$ cat config.mk
export PLATFORM = sky130hd
export DESIGN_NAME = rvcp_sqrt_cell
export DESIGN_NICKNAME = d
export VERILOG_FILES = /design/src/rtl/rvcp_pkg.sv /design/src/rtl/rvcp_sqrt_cell.sv
export SDC_FILE = /design/constraint.sdc
export NUM_CORES = 1
export LEC_CHECK = 0
export ABC_AREA = 1
export BUFFER_PORTS_ARGS = -buffer_cell sky130_fd_sc_hd__buf_2
export CAP_MARGIN = 40
export CORE_AREA = 2 2 288 290
export DETAILED_ROUTE_END_ITERATION = 10
export DIE_AREA = 0 0 290 292
export SYNTH_ARGS = -nofsm -noshare
export SYNTH_HDL_FRONTEND = slang
export SYNTH_SLANG_ARGS = --single-unit
$ cat constraint.sdc
create_clock -name clk -period 2.1 [get_ports clk]
set_input_delay 0.42 -clock clk [delete_from_list [all_inputs] [get_ports clk]]
set_output_delay 0.42 -clock clk [all_outputs]
set_load 0.1 [all_outputs]
$ cat src/rtl/rvcp_pkg.sv
// Package for the ray / vertical cylinder projection block.
// Holds widths, status and register codes, stage structs and the saturation helper.
// No dependencies.
package rvcp_pkg;

	// Default threshold on dx*dx + dy*dy at or below which the ray counts as parallel.
	localparam int unsigned PARALLEL_EPS_DEF = 26844;

	// Datapath widths.
	localparam int A_W    = 32;          // dx*dx + dy*dy
	localparam int H_W    = 50;          // dx*Dx + dy*Dy, signed
	localparam int RAD_W  = 94;          // a*r*r - cross^2
	localparam int ROOT_W = 47;          // floor(sqrt) of the radicand
	localparam int TRY_W  = RAD_W + 2;   // trial term of one root digit
	localparam int NUM_W  = 50;          // non-negative root numerator
	localparam int FRAC_W = 14;          // direction fraction bits
	localparam int DVD_W  = NUM_W + FRAC_W;
	localparam int QUO_W  = 47;          // t in Q.8, saturated to 2^47 - 1

	typedef enum logic [1:0] {
		ST_HIT      = 2'd0,
		ST_PARALLEL = 2'd1,
		ST_NO_ROOT  = 2'd2,
		ST_BEHIND   = 2'd3
	} status_t;

	typedef enum logic [1:0] {
		REG_AXIS_X     = 2'd0,
		REG_AXIS_Y     = 2'd1,
		REG_CYL_RADIUS = 2'd2
	} reg_idx_t;

	typedef struct packed {
		logic signed [31:0] ox;
		logic signed [31:0] oy;
		logic signed [31:0] oz;
		logic signed [15:0] dx;
		logic signed [15:0] dy;
		logic signed [15:0] dz;
	} ray_t;

	// Data that travels with an item through both cell chains.
	typedef struct packed {
		ray_t                  ray;
		status_t               status;
		logic signed [H_W-1:0] h;
		logic [A_W-1:0]        a;
	} carry_t;

	typedef struct packed {
		carry_t            c;
		logic [RAD_W-1:0]  rem;
		logic [ROOT_W-1:0] root;
	} sqrt_stage_t;

	typedef struct packed {
		carry_t           c;
		logic [DVD_W-1:0] rem;
		logic [QUO_W-1:0] quo;
		logic             ovf;
	} div_stage_t;

	// Clamp a wide signed sum to the 32 bit signed range.
	function automatic logic signed [31:0] sat32(input logic signed [51:0] v);
		logic signed [51:0] hi;
		logic signed [51:0] lo;
		hi = 52'sh7FFFFFFF;
		lo = -52'sh80000000;
		if (v > hi) begin
			return 32'sh7FFFFFFF;
		end else if (v < lo) begin
			return 32'sh80000000;
		end else begin
			return v[31:0];
		end
	endfunction

endpackage

$ cat src/rtl/rvcp_sqrt_cell.sv
// One cell of the square root chain: settles one bit of the integer root.
// Depends on rvcp_pkg.
module rvcp_sqrt_cell #(
	parameter int BIT = 0
) (
	input  logic                  clk,
	input  logic                  arst_n,
	input  logic                  adv,
	input  logic                  in_v,
	input  rvcp_pkg::sqrt_stage_t in_d,
	output logic                  out_v,
	output rvcp_pkg::sqrt_stage_t out_d
);

	logic [rvcp_pkg::TRY_W-1:0]  trial;
	logic [rvcp_pkg::TRY_W-1:0]  rext;
	logic [rvcp_pkg::TRY_W-1:0]  rdif;
	logic                        ge;
	logic [rvcp_pkg::ROOT_W-1:0] root_n;

	// Setting this bit raises root^2 by (root << (BIT+1)) + 2^(2*BIT).
	assign trial = (rvcp_pkg::TRY_W'(in_d.root) << (BIT + 1))
		| (rvcp_pkg::TRY_W'(1) << (2 * BIT));
	assign rext  = rvcp_pkg::TRY_W'(in_d.rem);
	assign ge    = rext >= trial;
	assign rdif  = rext - trial;

	always_comb begin
		root_n      = in_d.root;
		root_n[BIT] = ge;
	end

	// Valid bit of the cell.
	always_ff @(posedge clk or negedge arst_n) begin
		if (!arst_n) begin
			out_v <= 1'b0;
		end else if (adv) begin
			out_v <= in_v;
		end
	end

	// Payload moves with the chain.
	always_ff @(posedge clk) begin
		if (adv) begin
			out_d.c    <= in_d.c;
			out_d.rem  <= ge ? rdif[rvcp_pkg::RAD_W-1:0] : in_d.rem;
			out_d.root <= root_n;
		end
	end

endmodule

==> results.sh <==
export IMPL_r2r_end="out_v$_DFFE_PN0P_"
export IMPL_grt_first_pass_wirelength_um=156000
export IMPL_firstDrtPassIters=5
export IMPL_dp_hpwl_um=97500
export IMPL_p_switching_w=0.0112
export IMPL_cts_max_path_buffers=3
export IMPL_r2r_cells=1
export IMPL_cp_max_fo=5
export IMPL_synth_main_ff_cell="edfxtp_1"
export IMPL_maxSlewHeadroom=0.544
export IMPL_p_clk_frac=0.298
export IMPL_power_total_w=0.0271
export IMPL_netlist_instances=2149
export IMPL_r2r_start="out_v$_DFFE_PN0P_"
export IMPL_worstSetupStartpoint="in_d[42]"
export IMPL_setup_tns_ns=0
export IMPL_synth_top_area_share=0.577
export IMPL_syn_area_um2=19200
export IMPL_synth_edff_count=369
export IMPL_final_area_um2=33300
export IMPL_routed_via_density=4.35
export IMPL_rows=105
export IMPL_worst_slew_pin_slew_ns=0.689
export IMPL_die_x_um=290
export IMPL_yosys_warnings=0
export IMPL_fin_skew_ns=0
export IMPL_fp_dieH_um=292
export IMPL_final_antenna_net_count=0
export IMPL_cts_root_buf="clkbuf_16"
export IMPL_grt_max_degree=62
export IMPL_grt_pass1_vias=20671
export IMPL_nets=4094
export IMPL_fmax_mhz=478
export IMPL_async_flop_share=0.00270
export IMPL_grt_antenna_before_repair=29
export IMPL_endpoint_kind="flop"
export IMPL_slew_viol_final=0
export IMPL_initial_core_util=0.235
export IMPL_synth_seq_cells=370
export IMPL_intPower_w=0.0159
export IMPL_stdcell_count=4782
export IMPL_drive_gt1_frac=0.419
export IMPL_irDropWorstVdd_mv=0.596
export IMPL_cap_violations=0
export IMPL_synth_nets=2571
export IMPL_cts_tree="built"
export IMPL_design_core_area_um2=81600
export IMPL_synth_area_leaders="edfxtp_1 58%, nand2_1 14%, inv_1 7.8%"
export IMPL_cp_start_kind="input pin"
export IMPL_synth_seq_area_share=0.578
export IMPL_sw_frac_of_total=0.414
export IMPL_placed_cell_area_um2=28500
export IMPL_finalSetupViolations=0
export IMPL_clock_sinks=370
export IMPL_overflow=0
export IMPL_clock_latency_ns=0.60
export IMPL_final_hold_viol_count=0
export IMPL_post_route_period_util=0.997
export IMPL_p_seq_frac=0.340
export IMPL_globalRouteTotalUtil=0.264
export IMPL_rsz0062_at_grt="true"
export IMPL_hold_path_class="in2reg"
export IMPL_synth_area_leader_cell="edfxtp_1"
export IMPL_vias=20820
export IMPL_gp_congestion=0.990
export IMPL_area_growth_pct=73.3
export IMPL_path_clk_slew_ns=0.06
export IMPL_routedWlPerCell_um=24.4
export IMPL_outcome="complete, no violations"
export IMPL_required_ns=2.51
export IMPL_htree_levels=2
export IMPL_crit_end="out_d[115]$_DFFE_PP_"
export IMPL_port_buffers=742
export IMPL_fin_crit_ns=2.09
export IMPL_wirelength_um=117000
export IMPL_place_inst=4441
export IMPL_dr_first_iter_drc_count=1332
export IMPL_total_leakage_power_nw=15.7
export IMPL_crit_arrival_ns=2.51
export IMPL_power_density_nw_per_um2=814
export IMPL_hold_ws_ns=0.0294
export IMPL_syn_area_per_cell_um2=8.94
export IMPL_pin_count=743
export IMPL_power_share_combinational=0.362
export IMPL_synthDistinctLibCells=34
export IMPL_die_area_um2=84700
export IMPL_reg2reg_setup_slack_ns=1.28
export IMPL_cts_made_buffers=45
export IMPL_drc_errors=0
export IMPL_crit_type="in2reg"
[per-stage QoR]
stage / worst slack [ns] / utilization
final: 0.00583 / 0.408
after global routing: -0.0404 / 0.408
after CTS: -0.00594 / 0.398
after detailed placement: -0.881 / 0.350
after global placement: -0.879 / 0.350
after floorplan: -0.154 / -
[final cells by class]
| cell class | instances | area (um^2) |
|---|---|---|
| Multi-Input combinational cell | 1360 | 7520 |
| Timing Repair inverter | 1 | 16.3 |
| Clock buffer | 55 | 1160 |
| Clock inverter | 23 | 318 |
| Tap cell | 1070 | 1340 |
| Fill cell | 8272 | 48300 |
| Inverter | 404 | 1530 |
| Timing Repair Buffer | 1490 | 10300 |
| Sequential cell | 370 | 11100 |
| Antenna cell | 9 | 22.5 |
[cell families after synthesis]
family	count (synthesis)	share of synthesized area
muxes	1	0.000586
AOI/OAI and AO/OA	137	0.0438
adders and majority gates	49	0.0323
buffers and inverters	419	0.0861
and+or+nand+nor	1127	0.238
DFF	370	0.578
xor gates and xnor gates	46	0.0210
[repair_timing]
action,CTS,global route
endpoints found under the hold margin,233,0
resized for setup,32,152
pin swaps,3,30
gates cloned,1,10
hold buffers,233,0
setup buffers,1,10
setup endpoints to repair,78,92
[metal layers]
metal,vias to the layer above,track usage,part of all wire
li1,9934,-,-
met1,9874,0.292,0.38
met2,792,0.495,0.52
met3,200,0.0523,0.060
met4,20,0.0986,0.047
met5,-,0,0.0013
[power groups by stage]
| stage | clock [W] | combinational, W | sequential [W] |
|---|---|---|---|
| global route | 0.00850 | 0.0101 | 0.00926 |
| finish | 0.00808 | 0.00980 | 0.00922 |
| detailed placement | 0 | 0.00927 | 0.00934 |
| global placement | 0 | 0.00926 | 0.00936 |
| floorplan | 0 | 0.00139 | 0.0141 |
| CTS | 0.00827 | 0.00970 | 0.00921 |
[worst min-delay path by stage]
stage | cells past startpoint | slack [ns] | startpoint | end
final | 1 | 0.03 | in_d[338] | out_d[338]$_DFFE_PP_
after global placement | 1 | 0.20 | arst_n | out_v$_DFFE_PN0P_
after floorplan | 0 | 0.12 | arst_n | out_v$_DFFE_PN0P_
after detailed placement | 1 | 0.20 | arst_n | out_v$_DFFE_PN0P_
after CTS | 1 | 0.00008 | in_d[248] | out_d[248]$_DFFE_PP_
after global routing | 1 | 0.001 | in_d[228] | out_d[228]$_DFFE_PP_
[state kept, by name, indices dropped and copies added (netlist names)]
| register | cells |
|---|---|
| out_d | 369 |
| out_v | 1 |
[cell usage after synthesis (2+ instances only)]
cell / number
nand3_1: 102
nor2_2: 6
xor2_1: 11
o21ai_0: 17
inv_1: 399
nand4_1: 32
nand3b_1: 9
a21oi_1: 41
buf_6: 10
clkbuf_1: 3
a21oi_2: 36
nor3_1: 26
o21ai_2: 4
and2_1: 5
edfxtp_1: 369
a21boi_0: 2
inv_2: 4
o21ai_1: 37
nand2_2: 7
ha_1: 48
nor2_1: 203
xnor2_1: 35
nor4_1: 2
nand2_1: 731
[critical path, cell delays in order]
cell and delay [ns]:
buf_2 0.14, inv_1 0.09, ha_4 0.31, nand2_4 0.09, nor2_4 0.15, buf_4 0.14, nand2_1 0.17, nor3_1 0.34
buf_4 0.17, nand4_1 0.10, nand3_1 0.10, nand2_1 0.06, a21oi_2 0.23
[cell usage in the layout (no fill, tap or decap), drive strengths merged, types with 4 or more instances in the layout]
| cell | netlist | final |
|---|---|---|
| nand3 | 103 | 103 |
| buf | 12 | 1249 |
| ha | 48 | 48 |
| clkbuf | 3 | 63 |
| diode | 0 | 9 |
| nand4 | 32 | 32 |
| o21ai | 58 | 58 |
| nor2 | 210 | 210 |
| clkinv | 1 | 13 |
| nand3b | 9 | 9 |
| bufinv | 0 | 5 |
| xor2 | 11 | 11 |
| clkinvlp | 0 | 4 |
| a21oi | 77 | 77 |
| xnor2 | 35 | 35 |
| and2 | 5 | 5 |
| nor3 | 26 | 26 |
| dlygate4sd3 | 0 | 233 |
| inv | 403 | 406 |
| nand2 | 738 | 738 |
| edfxtp | 369 | 369 |
Note: power is estimated with default switching activity, not from simulation.
