--- config.mk ---
export PLATFORM = sky130hd
export DESIGN_NAME = rvcp_div_cell
export DESIGN_NICKNAME = d
export VERILOG_FILES = /design/src/rtl/rvcp_pkg.sv /design/src/rtl/rvcp_div_cell.sv
export SDC_FILE = /design/constraint.sdc
export NUM_CORES = 1
export LEC_CHECK = 0
export ABC_CLOCK_PERIOD_IN_PS = 800
export BUFFER_PORTS_ARGS = -buffer_cell sky130_fd_sc_hd__buf_2
export CAP_MARGIN = 20
export CORE_AREA = 2 2 267 269
export CTS_CLUSTER_DIAMETER = 100
export CTS_CLUSTER_SIZE = 10
export DETAILED_ROUTE_END_ITERATION = 8
export DIE_AREA = 0 0 269 271
export HOLD_SLACK_MARGIN = 0.06
export PLACE_DENSITY = 0.51
export SETUP_SLACK_MARGIN = 0.4
export SLEW_MARGIN = 30
export SYNTH_ARGS = -nofsm -noshare
export SYNTH_HDL_FRONTEND = slang
export SYNTH_SLANG_ARGS = --single-unit
--- constraint.sdc ---
create_clock -name clk -period 0.8 [get_ports clk]
set_input_delay 0.08 -clock clk [delete_from_list [all_inputs] [get_ports clk]]
set_output_delay 0.08 -clock clk [all_outputs]
set_load 0.01 [all_outputs]
--- src/rtl/rvcp_pkg.sv ---
// Package for the ray / vertical cylinder projection block.
// Holds widths, status and register codes, stage structs and the saturation helper.
// No dependencies.
package rvcp_pkg;

	// Default threshold on dx*dx + dy*dy at or below which the ray counts as parallel.
	localparam int unsigned PARALLEL_EPS_DEF = 26844;

	// Datapath widths.
	localparam int A_W    = 32;          // dx*dx + dy*dy
	localparam int H_W    = 50;          // dx*Dx + dy*Dy, signed
	localparam int RAD_W  = 94;          // a*r*r - cross^2
	localparam int ROOT_W = 47;          // floor(sqrt) of the radicand
	localparam int TRY_W  = RAD_W + 2;   // trial term of one root digit
	localparam int NUM_W  = 50;          // non-negative root numerator
	localparam int FRAC_W = 14;          // direction fraction bits
	localparam int DVD_W  = NUM_W + FRAC_W;
	localparam int QUO_W  = 47;          // t in Q.8, saturated to 2^47 - 1

	typedef enum logic [1:0] {
		ST_HIT      = 2'd0,
		ST_PARALLEL = 2'd1,
		ST_NO_ROOT  = 2'd2,
		ST_BEHIND   = 2'd3
	} status_t;

	typedef enum logic [1:0] {
		REG_AXIS_X     = 2'd0,
		REG_AXIS_Y     = 2'd1,
		REG_CYL_RADIUS = 2'd2
	} reg_idx_t;

	typedef struct packed {
		logic signed [31:0] ox;
		logic signed [31:0] oy;
		logic signed [31:0] oz;
		logic signed [15:0] dx;
		logic signed [15:0] dy;
		logic signed [15:0] dz;
	} ray_t;

	// Data that travels with an item through both cell chains.
	typedef struct packed {
		ray_t                  ray;
		status_t               status;
		logic signed [H_W-1:0] h;
		logic [A_W-1:0]        a;
	} carry_t;

	typedef struct packed {
		carry_t            c;
		logic [RAD_W-1:0]  rem;
		logic [ROOT_W-1:0] root;
	} sqrt_stage_t;

	typedef struct packed {
		carry_t           c;
		logic [DVD_W-1:0] rem;
		logic [QUO_W-1:0] quo;
		logic             ovf;
	} div_stage_t;

	// Clamp a wide signed sum to the 32 bit signed range.
	function automatic logic signed [31:0] sat32(input logic signed [51:0] v);
		logic signed [51:0] hi;
		logic signed [51:0] lo;
		hi = 52'sh7FFFFFFF;
		lo = -52'sh80000000;
		if (v > hi) begin
			return 32'sh7FFFFFFF;
		end else if (v < lo) begin
			return 32'sh80000000;
		end else begin
			return v[31:0];
		end
	endfunction

endpackage

--- src/rtl/rvcp_div_cell.sv ---
// One cell of the restoring divider chain: settles one quotient bit of t.
// Depends on rvcp_pkg.
module rvcp_div_cell #(
	parameter int BIT = 0
) (
	input  logic                 clk,
	input  logic                 arst_n,
	input  logic                 adv,
	input  logic                 in_v,
	input  rvcp_pkg::div_stage_t in_d,
	output logic                 out_v,
	output rvcp_pkg::div_stage_t out_d
);

	localparam int CW = rvcp_pkg::DVD_W + rvcp_pkg::A_W;

	logic [CW-1:0]              dvs;
	logic [CW-1:0]              rext;
	logic [CW-1:0]              rdif;
	logic                       ge;
	logic [rvcp_pkg::QUO_W-1:0] quo_n;

	// Subtract the divisor at this bit weight when the remainder allows it.
	assign dvs  = CW'(in_d.c.a) << BIT;
	assign rext = CW'(in_d.rem);
	assign ge   = rext >= dvs;
	assign rdif = rext - dvs;

	always_comb begin
		quo_n      = in_d.quo;
		quo_n[BIT] = ge;
	end

	// Valid bit of the cell.
	always_ff @(posedge clk or negedge arst_n) begin
		if (!arst_n) begin
			out_v <= 1'b0;
		end else if (adv) begin
			out_v <= in_v;
		end
	end

	// Payload moves with the chain.
	always_ff @(posedge clk) begin
		if (adv) begin
			out_d.c   <= in_d.c;
			out_d.rem <= ge ? rdif[rvcp_pkg::DVD_W-1:0] : in_d.rem;
			out_d.quo <= quo_n;
			out_d.ovf <= in_d.ovf;
		end
	end

endmodule

==> results of run 1 <==
[metal layers]
| metal | GRT usage [%] | vias up | share of wire (%) |
|---|---|---|---|
| met1 | 20.1 | 6170 | 37 |
| met2 | 33.0 | 527 | 51 |
| li1 | - | 5755 | - |
| met5 | 0 | - | 0.10 |
| met3 | 4.57 | 119 | 7.0 |
| met4 | 8.76 | 12 | 4.8 |
[power breakdown]
group | internal [mW] | switching (mW) | leakage, nW
Sequential | 21.5 | 0.619 | 3.34
Clock | 10.3 | 7.63 | 0.599
Combinational | 5.44 | 5.10 | 8.13
Total | 37.3 | 13.4 | 12.1
[logic make-up after synthesis]
| kind of cell | count (synthesis) |
|---|---|
| DFF | 341 |
| and+or+nand+nor | 212 |
| AOI/OAI and AO/OA | 147 |
| buffers and inverters | 66 |
| xor gates and xnor gates | 59 |
| adders and majority gates | 33 |
| muxes | 1 |
[cells in the final DEF (no fill, tap or decap), types with 5 or more instances in the layout]
| cell | instances |
|---|---|
| buf_4 | 258 |
| nor2_4 | 8 |
| a21oi_1 | 35 |
| dlygate4sd3_1 | 124 |
| inv_1 | 34 |
| clkbuf_16 | 45 |
| nor2_2 | 13 |
| buf_6 | 126 |
| a21o_1 | 15 |
| inv_2 | 7 |
| ha_4 | 19 |
| nand3_2 | 5 |
| a21oi_2 | 14 |
| xnor2_1 | 36 |
| buf_8 | 5 |
| nand2_2 | 5 |
| or3_1 | 6 |
| o21ai_1 | 11 |
| xor2_1 | 21 |
| edfxtp_1 | 340 |
| o21bai_1 | 6 |
| o21ai_0 | 15 |
| diode_2 | 12 |
| nand2_1 | 37 |
| buf_16 | 6 |
| dlymetal6s4s_1 | 126 |
| buf_12 | 17 |
| nand3_1 | 7 |
| nor2_1 | 41 |
| buf_2 | 559 |
| nand2b_1 | 9 |
| ha_1 | 11 |
| nor3_1 | 18 |
| nand4_1 | 18 |
[flip-flops by register name, indices dropped and copies added, names as in the netlist]
register	flops
out_d	340
out_v	1
[per-stage QoR]
stage	setup slack (ps)	hold slack, ps
after floorplan	-1700	-216
after global placement	-2240	-145
after detailed placement	-2260	-139
after CTS	-1290	-333
after global routing	-1430	-336
final	-1400	-295
[area by class of cell]
type | instances | area share (%)
timing repair buffer | 1223 | 36.4
clock buffer | 44 | 4.10
multi-input combinational | 452 | 14.7
antenna | 12 | 0.114
clock inverter | 11 | 0.593
sequential | 341 | 38.8
inverter | 46 | 0.769
tap | 940 | 4.46
[worst max-delay path, delay by kind of cell]
kind / cells / cell delay, ps
simple gates: 6 / 1640
buf+inv: 4 / 460
compound gates: 2 / 300
[how the worst max path moves through the flow]
stage,from,endpoint,slack [ps],cells past startpoint
3_5_place_dp,in_d[125],out_d[94],-2260,13
2_1_floorplan,in_d[135],out_d[105],-1700,11
4_1_cts,in_d[112],out_d[107],-1290,15
5_1_grt,in_d[140],out_d[93],-1430,11
6_report,in_d[88],out_d[78],-1400,12
3_3_place_gp,in_d[125],out_d[56],-2240,14
[repair_timing]
| action | CTS | global route |
|---|---|---|
| gates resized for setup | 306 | 211 |
| hold buffers | 249 | 1 |
| pin swaps | 50 | 29 |
| endpoints found under the hold margin | 384 | 250 |
| setup buffers | 33 | 3 |
| gates cloned | 4 | 2 |
| setup endpoints to repair | 416 | 563 |
==> implementation parameters, run 1 <==
Parameter                              Value

Setup path
  Reg2Reg Depth ... 1
  Endpoint of the worst register-to-register path ... out_v
  Startpoint Class ... primary input
  Largest fanout of any net on the critical path ... 7
  Cell-by-cell trace of the critical path ... buf_6 > or3_4 > or4_4 > nor3_4 > nand2_2 > o21ai_4 > buf_6 > and2_4 > inv_8 > buf_16 > nand4b_1 > o311ai_4
  Start-to-end type of the worst setup path ... primary input to flip-flop
  Startpoint of the worst register-to-register path ... out_v
  Largest stage delay on the critical path ... 580 ps
  Arrival time reported for the critical path endpoint ... 2500 ps
  Kind of end point of the critical path ... flip-flop
  Slowest cell on the critical path ... or4_4
  Worst-case register-to-register setup slack ... 30 ps
  Most frequent cell on the critical path ... buf_6
  Endpoint required time on the critical path ... 1090 ps

Synthesis
  Most numerous cell in the Yosys netlist ... edfxtp_1
  Post-Syn Instances ... between 800 and 900
  Yosys reg bits ... 341
  Number of warnings reported in the yosys synthesis log ... 0
  Area share of xor/xnor cells in the synthesized design ... 3.84%
  Post-synth top area share ... 75.9%
  Library cells used by synthesis ... 62
  Library cell with the largest summed area after synthesis ... edfxtp_1
  Multiplexer area fraction after synthesis ... 0.0837%
  Syn Nets ... 1236
  Adder-cell area share of the yosys netlist ... between 3 and 4%
  Synth Area in Simple Gates ... just under 8%
  Most frequent cells after synthesis ... 340 x edfxtp_1, 62 x nor2_1, 53 x a21oi_1
  Commonest register cell after synthesis ... edfxtp_1
  Post-synth EDFFs ... 340
  Post-synthesis cell area ... 0.0134 mm^2
  Synthesized area per cell ... 15.7 um^2
  Async set-or-reset flop fraction in the synthesized netlist ... 0.293%
  Sequential element share of the synthesized area ... 76.1%
  Combinational family with the most area after synthesis ... simple AND/OR/NAND/NOR gates
  Compound-Gate Fraction of Synth Area ... 6.89%
  Area contributors post-synth ... edfxtp_1 76%, ha_1 3.0%, xnor2_1 2.4%

Final layout
  Final standard cell area without fillers ... between 0.02 and 0.03 mm^2
  Post-layout util ... between 30 and 40%
  Sequential Area ... roughly 0.010 mm^2
  Filler instances ... 6650
  Number of nets in the finished design ... 2484
  Number of standard cells in the final layout excluding fillers ... 3069
  Area of combinational cells with multiple inputs ... around 0.0039 mm^2
  Synth-to-layout area growth ... 96.0%
  Share of final-layout standard cells stronger than drive strength 1 ... 55.1%

Hold path
  Class of the most critical hold timing path ... primary input to flip-flop
  Instance count along the most critical hold path ... 1
  Hold worst-path end ... out_d[112]
  Worst hold path startpoint ... in_d[112]

Global routing
  Antenna violations before repair ... 20
  Global Route Usage Sum ... 18.4%
  Total grt overflow ... 0
  Via count of the first global-routing pass ... 13.5k
  Largest net degree at the start of global routing ... 30
  First-pass GRT wire length ... around 96 mm

Power and ir drop
  Maximum resistive drop on vdd ... 1.43 mV
  Total power ... 50.6 mW
  Cell Pwr Density ... 1920 mW/mm^2
  Total leakage power ... around 12 nW

Timing
  Worst Tran Pin Value ... 466 ps
  Achievable Freq ... roughly 450 MHz
  Post-route clock skew ... 0 ps
  Count of endpoints failing setup in the final report ... 406
  Period Utilization, post-route ... 276%
  Final Hold Violating Endpoints ... 206
  Normalized max-slew margin ... between 60% and 70%
  Unrepaired setup endpoints after global routing ... yes
  Setup TNS Final ... -208900 ps
  Final Max Slew Viols ... 0
  Worst setup margin ... -1400 ps
  Hold WS ... -295 ps
  Post-layout minimum cycle time ... 2200 ps

Placed design
  Port Buffer Count ... between 600 and 700
  Last weighted congestion value of the routability-driven placer ... 0.900
  Dpl hpwl ... 54.0 mm
  Cell count after placement ... 2710
  Area after detailed placement ... a little over 0.02 mm^2

Route
  Violation count after the first detailed-route iteration ... around 850
  Detailed-routing iteration count for the pre-antenna-repair pass ... 5
  Via count ... 12.6k
  Avg Vias per Cell ... 4.10
  Post-Route WL ... 71.0 mm
  Avg WL per Cell ... 23.1 um
  Drt drc ... 0
  Post-route ant nets ... 0

Die
  Number of primary I/O pins ... between 600 and 700
  Standard-cell row count ... 97
  Initial core utilization ... about a fifth
  Area of the core ... 0.0698 mm^2
  Die extent in x ... 269 um
  Floorplan die area ... 0.0729 mm^2
  Die Y-Extent ... about 270 um

Clock tree
  H-tree depth ... 2
  Root buf cell ... clkbuf_16
  Longest Clk Path Bufs ... 3
  Sinks on Clock Net ... between 300 and 400
  Clock insertion delay at the later pin of the skew report ... 550 ps
  Number of buffers created by CTS ... 43
  Clock slew seen by the registers of the worst setup and hold paths ... 50 ps
  Clock tree from TritonCTS ... done

Run status
  Result of the run ... finished, violations left
  Failing checks ... hold timing, setup timing

Flow run
  Max-capacitance violation count ... 0
(Power assumes the default switching activity.)
==> inputs of run 2 (changes only) <==
--- a/config.mk
+++ b/config.mk
@@ -8,11 +8,11 @@
 export ABC_CLOCK_PERIOD_IN_PS = 800
 export BUFFER_PORTS_ARGS = -buffer_cell sky130_fd_sc_hd__buf_2
 export CAP_MARGIN = 20
-export CORE_AREA = 2 2 267 269
-export CTS_CLUSTER_DIAMETER = 100
+export CORE_AREA = 2 2 270 272
+export CTS_CLUSTER_DIAMETER = 50
 export CTS_CLUSTER_SIZE = 10
 export DETAILED_ROUTE_END_ITERATION = 8
-export DIE_AREA = 0 0 269 271
+export DIE_AREA = 0 0 272 274
 export HOLD_SLACK_MARGIN = 0.06
 export PLACE_DENSITY = 0.51
 export SETUP_SLACK_MARGIN = 0.4
==> implementation parameters, run 2 (synthesized netlist as in run 1, its figures left out) <==
Parameter                              Value

Run status
  Result of the run ... finished, violations left
  Failing checks ... hold timing, setup timing

Timing
  Normalized max-slew margin ... between 50% and 60%
  Count of endpoints failing setup in the final report ... 406
  Period Utilization, post-route ... 271%
  Worst setup margin ... -1370 ps
  Unrepaired setup endpoints after global routing ... yes
  Achievable Freq ... 461 MHz
  Post-layout minimum cycle time ... 2170 ps
  Final Max Slew Viols ... 0
  Final Hold Violating Endpoints ... 124
  Post-route clock skew ... 0 ps
  Hold WS ... -324 ps
  Worst Tran Pin Value ... 621 ps

Route
  Violation count after the first detailed-route iteration ... 669
  Post-Route WL ... 68.8 mm
  Drt drc ... 0
  Avg WL per Cell ... 21.9 um
  Via count ... between 10k and 15k
  Avg Vias per Cell ... approximately 4.0
  Post-route ant nets ... 0
  Detailed-routing iteration count for the pre-antenna-repair pass ... 4

Final layout
  Share of final-layout standard cells stronger than drive strength 1 ... a little under three fifths
  Max reg flops ... 340
  Biggest registers after layout ... out_d (340), out_v (1)
  Most flops, register ... out_d
  Most frequent cells in the layout ... 588 x buf_2, 340 x edfxtp_1, 240 x buf_4, 216 x dlygate4sd3_1, 115 x buf_6
  Number of standard cells in the final layout excluding fillers ... around 3.1k
  Number of nets in the finished design ... 2516
  Commonest non-fill, non-tap cell in the layout ... buf_2
  Synth-to-layout area growth ... 100%
  Post-layout util ... 37.4%

Power and ir drop
  Total leakage power ... ~12 nW
  Clk pwr share ... 39.8%
  Total net switching power ... 14.2 mW
  Cell Pwr Density ... slightly above 2000 mW/mm^2
  Relative contribution of combinational cells to total power ... approximately a fifth
  Total power ... 54.3 mW
  Maximum resistive drop on vdd ... 1.68 mV
  Fraction of power spent switching nets ... roughly a quarter
  Proportion of power drawn by flip-flops and latches ... 40.7%
  Pint ... 40.1 mW

Setup path
  Cell-by-cell trace of the critical path ... clkbuf_4 > inv_1 > ha_1 > nand2_2 > or2_4 > or3_4 > a311oi_4 > o31ai_4 > buf_6 > a211oi_4 > buf_6 > nand4b_1 > xnor2_1
  Kind of end point of the critical path ... flip-flop
  Reg2Reg Depth ... 1
  Startpoint Class ... primary input
  Largest fanout of any net on the critical path ... 6
  Buf/Inv on CP ... 4
  Endpoint of the worst register-to-register path ... out_v
  Worst path top cell family by delay ... simple AND/OR/NAND/NOR gates
  Most frequent cell on the critical path ... buf_6
  Worst-case register-to-register setup slack ... 20 ps
  Start-to-end type of the worst setup path ... primary input to flip-flop
  Largest stage delay on the critical path ... 390 ps
  Startpoint of the worst register-to-register path ... out_v
  Endpoint required time on the critical path ... around 1100 ps
  Worst setup path startpoint ... in_d[138]
  Slowest cell on the critical path ... or3_4
  Arrival time reported for the critical path endpoint ... 2510 ps

Hold path
  Instance count along the most critical hold path ... 1
  Hold worst-path end ... out_d[112]
  Class of the most critical hold timing path ... primary input to flip-flop
  Worst hold path startpoint ... in_d[112]

Global routing
  Total grt overflow ... 0
  Largest net degree at the start of global routing ... 23
  Via count of the first global-routing pass ... between 10k and 15k
  Global Route Usage Sum ... around 17%
  Antenna violations before repair ... 22
  First-pass GRT wire length ... 93.6 mm

Placed design
  Cell count after placement ... 2728
  Place WS ... -2360 ps
  Port Buffer Count ... 683
  Last weighted congestion value of the routability-driven placer ... 0.885
  Dpl hpwl ... 52.8 mm

Die
  Area of the core ... between 0.07 and 0.08 mm^2
  Floorplan die area ... 0.0745 mm^2
  Standard-cell row count ... 99
  Die Y-Extent ... between 200 and 300 um
  Die extent in x ... 272 um
  Initial core utilization ... approximately a fifth
  Number of primary I/O pins ... 685

Flow run
  Max-capacitance violation count ... 0

Clock tree
  Longest Clk Path Bufs ... 3
  Root buf cell ... clkbuf_16
  Clock tree from TritonCTS ... done
  Post-CTS Hold Buffers ... 270
  H-tree depth ... 2
  Clock slew seen by the registers of the worst setup and hold paths ... 60 ps
  Sinks on Clock Net ... 341
  Number of buffers created by CTS ... 50
  Clock insertion delay at the later pin of the skew report ... around 600 ps
run 2: changes by cell type in the layout (fill, tap and decap cells not counted), moves of 6 or more:
cell	change
buf_2	+29
nor2_4	+14
a21oi_1	-12
dlymetal6s4s_1	-72
buf_6	-11
xnor2_1	-7
xnor2_2	+6
diode_2	-6
a21oi_2	+10
buf_4	-18
dlygate4sd3_1	+92
nor2_2	-12
clkbuf_1	+10
ha_1	+6
run 2: layout make-up:
type / count / area [um^2]
Clock buffer: 61 / 1290
Sequential cell: 341 / 10200
Fill cell: 6945 / 45100
Timing Repair Buffer: 1248 / 9560
Tap cell: 959 / 1200
Clock inverter: 23 / 332
Multi-Input combinational cell: 452 / 4070
Antenna cell: 6 / 15.0
Inverter: 46 / 203
run 2: what timing repair did:
action / 4_1_cts / 5_1_grt
gates resized for setup: 323 / 141
endpoints found under the hold margin: 449 / 208
buffers inserted: 29 / 13
gates cloned: 6 / 0
pin swaps: 54 / 28
setup endpoints to repair: 407 / 461
run 2: metrics by stage:
step	hold slack, ps	instance area, um^2	TNS, ps
6_report	-324	26900	-214630
5_1_grt	-358	26900	-236980
4_1_cts	-370	26300	-227370
3_5_place_dp	-140	20300	-156360
3_3_place_gp	-144	20300	-154560
2_1_floorplan	-216	13800	-99600
run 2: how the worst max path moves through the flow:
stage               cells after the start  slack, ps          to
floorplan                              11      -1700  out_d[105]
global placement                       12      -2340  out_d[105]
detailed placement                     12      -2360  out_d[105]
CTS                                    13      -1350   out_d[93]
global route                           13      -1430   out_d[93]
finish                                 13      -1370   out_d[93]
run 2: per-layer routing:
layer | vias up | part of all wire (%) | track usage (%)
li1 | 5838 | - | -
met1 | 6108 | 37 | 18.8
met3 | 166 | 6.9 | 5.12
met4 | 24 | 6.2 | 9.44
met5 | - | 0.22 | 0
met2 | 516 | 49 | 30.8
run 2: power groups by stage:
| stage | registers, mW | logic, mW | clock network [mW] |
|---|---|---|---|
| after floorplan | 23.1 | 1.85 | 0 |
| after CTS | 22.1 | 10.3 | 22.2 |
| after global placement | 22.3 | 8.04 | 0 |
| after global routing | 22.2 | 11.3 | 22.9 |
| after detailed placement | 22.3 | 8.07 | 0 |
| final | 22.1 | 10.6 | 21.6 |
==> inputs of run 3 (changes only) <==
--- a/config.mk
+++ b/config.mk
@@ -6,15 +6,15 @@
 export NUM_CORES = 1
 export LEC_CHECK = 0
 export ABC_CLOCK_PERIOD_IN_PS = 800
-export BUFFER_PORTS_ARGS = -buffer_cell sky130_fd_sc_hd__buf_2
 export CAP_MARGIN = 20
-export CORE_AREA = 2 2 270 272
-export CTS_CLUSTER_DIAMETER = 50
+export CORE_AREA = 2 2 267 269
+export CTS_CLUSTER_DIAMETER = 40
 export CTS_CLUSTER_SIZE = 10
 export DETAILED_ROUTE_END_ITERATION = 8
-export DIE_AREA = 0 0 272 274
+export DIE_AREA = 0 0 269 271
+export DONT_BUFFER_PORTS = 1
 export HOLD_SLACK_MARGIN = 0.06
-export PLACE_DENSITY = 0.51
+export PLACE_DENSITY = 0.43
 export SETUP_SLACK_MARGIN = 0.4
 export SLEW_MARGIN = 30
 export SYNTH_ARGS = -nofsm -noshare
==> implementation parameters, run 3 (synthesized netlist as in run 1, its figures left out) <==
Parameter                              Value

Run status
  Result of the run ... finished, violations left
  Failing checks ... hold timing, setup timing

Global routing
  Largest net degree at the start of global routing ... 342
  Routing layer with the top usage in global route ... met2
  Met1 usage in global routing ... 15.8%
  Met2 GRT Util ... 31.5%
  Via count of the first global-routing pass ... 10.7k
  First-pass GRT wire length ... ~84 mm
  Antenna violations before repair ... 22
  Fraction of met3 tracks used by global routing ... 6.52%
  Global Route Usage Sum ... ~17%
  Total grt overflow ... 0

Route
  Post-Route WL ... 64.1 mm
  Violation count after the first detailed-route iteration ... 509
  Avg WL per Cell ... 26.4 um
  Detailed-routing iteration count for the pre-antenna-repair pass ... 4
  Via count ... between 10k and 15k
  Avg Vias per Cell ... 4.15
  Post-route ant nets ... 0
  Drt drc ... 0

Power and ir drop
  Total net switching power ... between 10 and 15 mW
  Fraction of power spent switching nets ... 25.0%
  Cell Pwr Density ... 2380 mW/mm^2
  Proportion of power drawn by flip-flops and latches ... 43.0%
  Relative contribution of combinational cells to total power ... a little over a tenth
  Total power ... 54.9 mW
  Total leakage power ... 8.41 nW
  Clk pwr share ... between 40% and 50%
  Pint ... 41.2 mW
  Maximum resistive drop on vdd ... 1.43 mV

Hold path
  Worst hold path startpoint ... in_d[136]
  Class of the most critical hold timing path ... primary input to flip-flop
  Instance count along the most critical hold path ... 0
  Hold worst-path end ... out_d[136]

Die
  Initial core utilization ... 19.3%
  Number of primary I/O pins ... 685
  Die extent in x ... 269 um
  Standard-cell row count ... a little under 100
  Floorplan die area ... 0.0729 mm^2
  Die Y-Extent ... between 200 and 300 um
  Area of the core ... 0.0698 mm^2

Final layout
  Filler instances ... 6803
  Most flops, register ... out_d
  Share of final-layout standard cells stronger than drive strength 1 ... about a third
  Number of standard cells in the final layout excluding fillers ... between 2k and 2.5k
  Synth-to-layout area growth ... 71.5%
  Max reg flops ... 340
  Number of nets in the finished design ... between 1.5k and 2k
  Most frequent cells in the layout ... 340 x edfxtp_1, 290 x dlygate4sd3_1, 197 x buf_4, 61 x clkbuf_16, 37 x nor2_1
  Biggest registers after layout ... out_d (340), out_v (1)
  Commonest non-fill, non-tap cell in the layout ... edfxtp_1

Timing
  Period Utilization, post-route ... 244%
  Unrepaired setup endpoints after global routing ... yes
  Hold WS ... -433 ps
  Post-route clock skew ... 0 ps
  Worst setup margin ... -1150 ps
  Post-layout minimum cycle time ... 1950 ps
  Final Hold Violating Endpoints ... 401
  Normalized max-slew margin ... 53.0%
  Achievable Freq ... 512 MHz
  Count of endpoints failing setup in the final report ... 406
  Worst Tran Pin Value ... 703 ps
  Final Max Slew Viols ... 0

Clock tree
  Number of buffers created by CTS ... 60
  Root buf cell ... clkbuf_16
  Sinks on Clock Net ... ~340
  H-tree depth ... 2
  Longest Clk Path Bufs ... 3
  Clock tree from TritonCTS ... done
  Clock slew seen by the registers of the worst setup and hold paths ... 50 ps
  Clock insertion delay at the later pin of the skew report ... 600 ps

Setup path
  Kind of end point of the critical path ... flip-flop
  Startpoint Class ... primary input
  Start-to-end type of the worst setup path ... primary input to flip-flop
  Most frequent cell on the critical path ... buf_4
  Endpoint required time on the critical path ... 1140 ps
  Slowest cell on the critical path ... or3_4
  Worst-case register-to-register setup slack ... 40 ps
  Largest stage delay on the critical path ... roughly 410 ps
  Worst path top cell family by delay ... compound AO/OA/AOI/OAI gates
  Reg2Reg Depth ... 1
  Endpoint of the worst register-to-register path ... out_v
  Cell-by-cell trace of the critical path ... inv_1 > ha_4 > nand4_1 > buf_4 > or3_4 > a311oi_4 > o31ai_4 > a211oi_2 > buf_4 > o311ai_2 > xnor2_1
  Startpoint of the worst register-to-register path ... out_v
  Largest fanout of any net on the critical path ... 6
  Arrival time reported for the critical path endpoint ... 2290 ps
  Buf/Inv on CP ... 3
  Worst setup path startpoint ... in_d[142]

Flow run
  Max-capacitance violation count ... 0

Placed design
  Dpl hpwl ... between 40 and 50 mm
  Place WS ... -1980 ps
  Port Buffer Count ... 0
  Last weighted congestion value of the routability-driven placer ... 0.829
  Cell count after placement ... just under 2k
## run 3: cell types whose count changed in the layout (fill, tap and decap cells not counted), sizes merged
cell / delta
clkbuf: +5
bufinv: +2
buf: -738
inv: +7
clkinvlp: +1
dlygate4sd3: +74
diode: +11
dlymetal6s4s: -54
clkinv: +5
## run 3: worst max-delay path by stage
stage | to | slack, ps | cells past startpoint
2_1_floorplan | out_d[105] | -1700 | 11
3_3_place_gp | out_d[94] | -1980 | 12
3_5_place_dp | out_d[94] | -1980 | 12
4_1_cts | out_d[105] | -1100 | 11
5_1_grt | out_d[105] | -1220 | 11
6_report | out_d[105] | -1150 | 11
## run 3: stage by stage
step	setup TNS (ps)	utilization (%)	cell area, um^2
after global routing	-201010	33.0	23000
final	-181540	33.0	23100
after CTS	-197510	32.3	22600
after detailed placement	-118280	23.2	16200
after floorplan	-99600	-	13800
after global placement	-118220	23.2	16200
## run 3: power by group through the flow
stage | Clock (mW) | Combinational (mW) | Sequential, mW
after floorplan | 0 | 1.85 | 23.1
after global placement | 0 | 3.35 | 24.1
after detailed placement | 0 | 3.36 | 24.0
after CTS | 26.2 | 5.45 | 23.7
after global routing | 26.9 | 6.16 | 23.7
final | 25.6 | 5.74 | 23.6
## run 3: layout make-up
type | instances | area [um^2] | area share [%]
Timing Repair Buffer | 528 | 5070 | 22.0
Multi-Input combinational cell | 452 | 4310 | 18.7
Antenna cell | 17 | 42.5 | 0.184
Inverter | 46 | 205 | 0.890
Clock inverter | 37 | 454 | 1.97
Sequential cell | 341 | 10200 | 44.4
Timing Repair inverter | 1 | 16.3 | 0.0705
Tap cell | 940 | 1180 | 5.10
Clock buffer | 68 | 1550 | 6.73
## run 3: timing repair
item,CTS,global route
resized for setup,207,65
buffers inserted,42,9
endpoints found under the hold margin,681,408
gates cloned,9,0
pin swaps,65,42
hold buffers,285,5
setup endpoints to repair,407,407
## run 3: per-layer routing
| metal | part of all wire [%] | vias to the layer above |
|---|---|---|
| met4 | 4.3 | 14 |
| met3 | 9.6 | 119 |
| met5 | 0.36 | - |
| met1 | 33 | 5005 |
| met2 | 53 | 493 |
| li1 | - | 4454 |
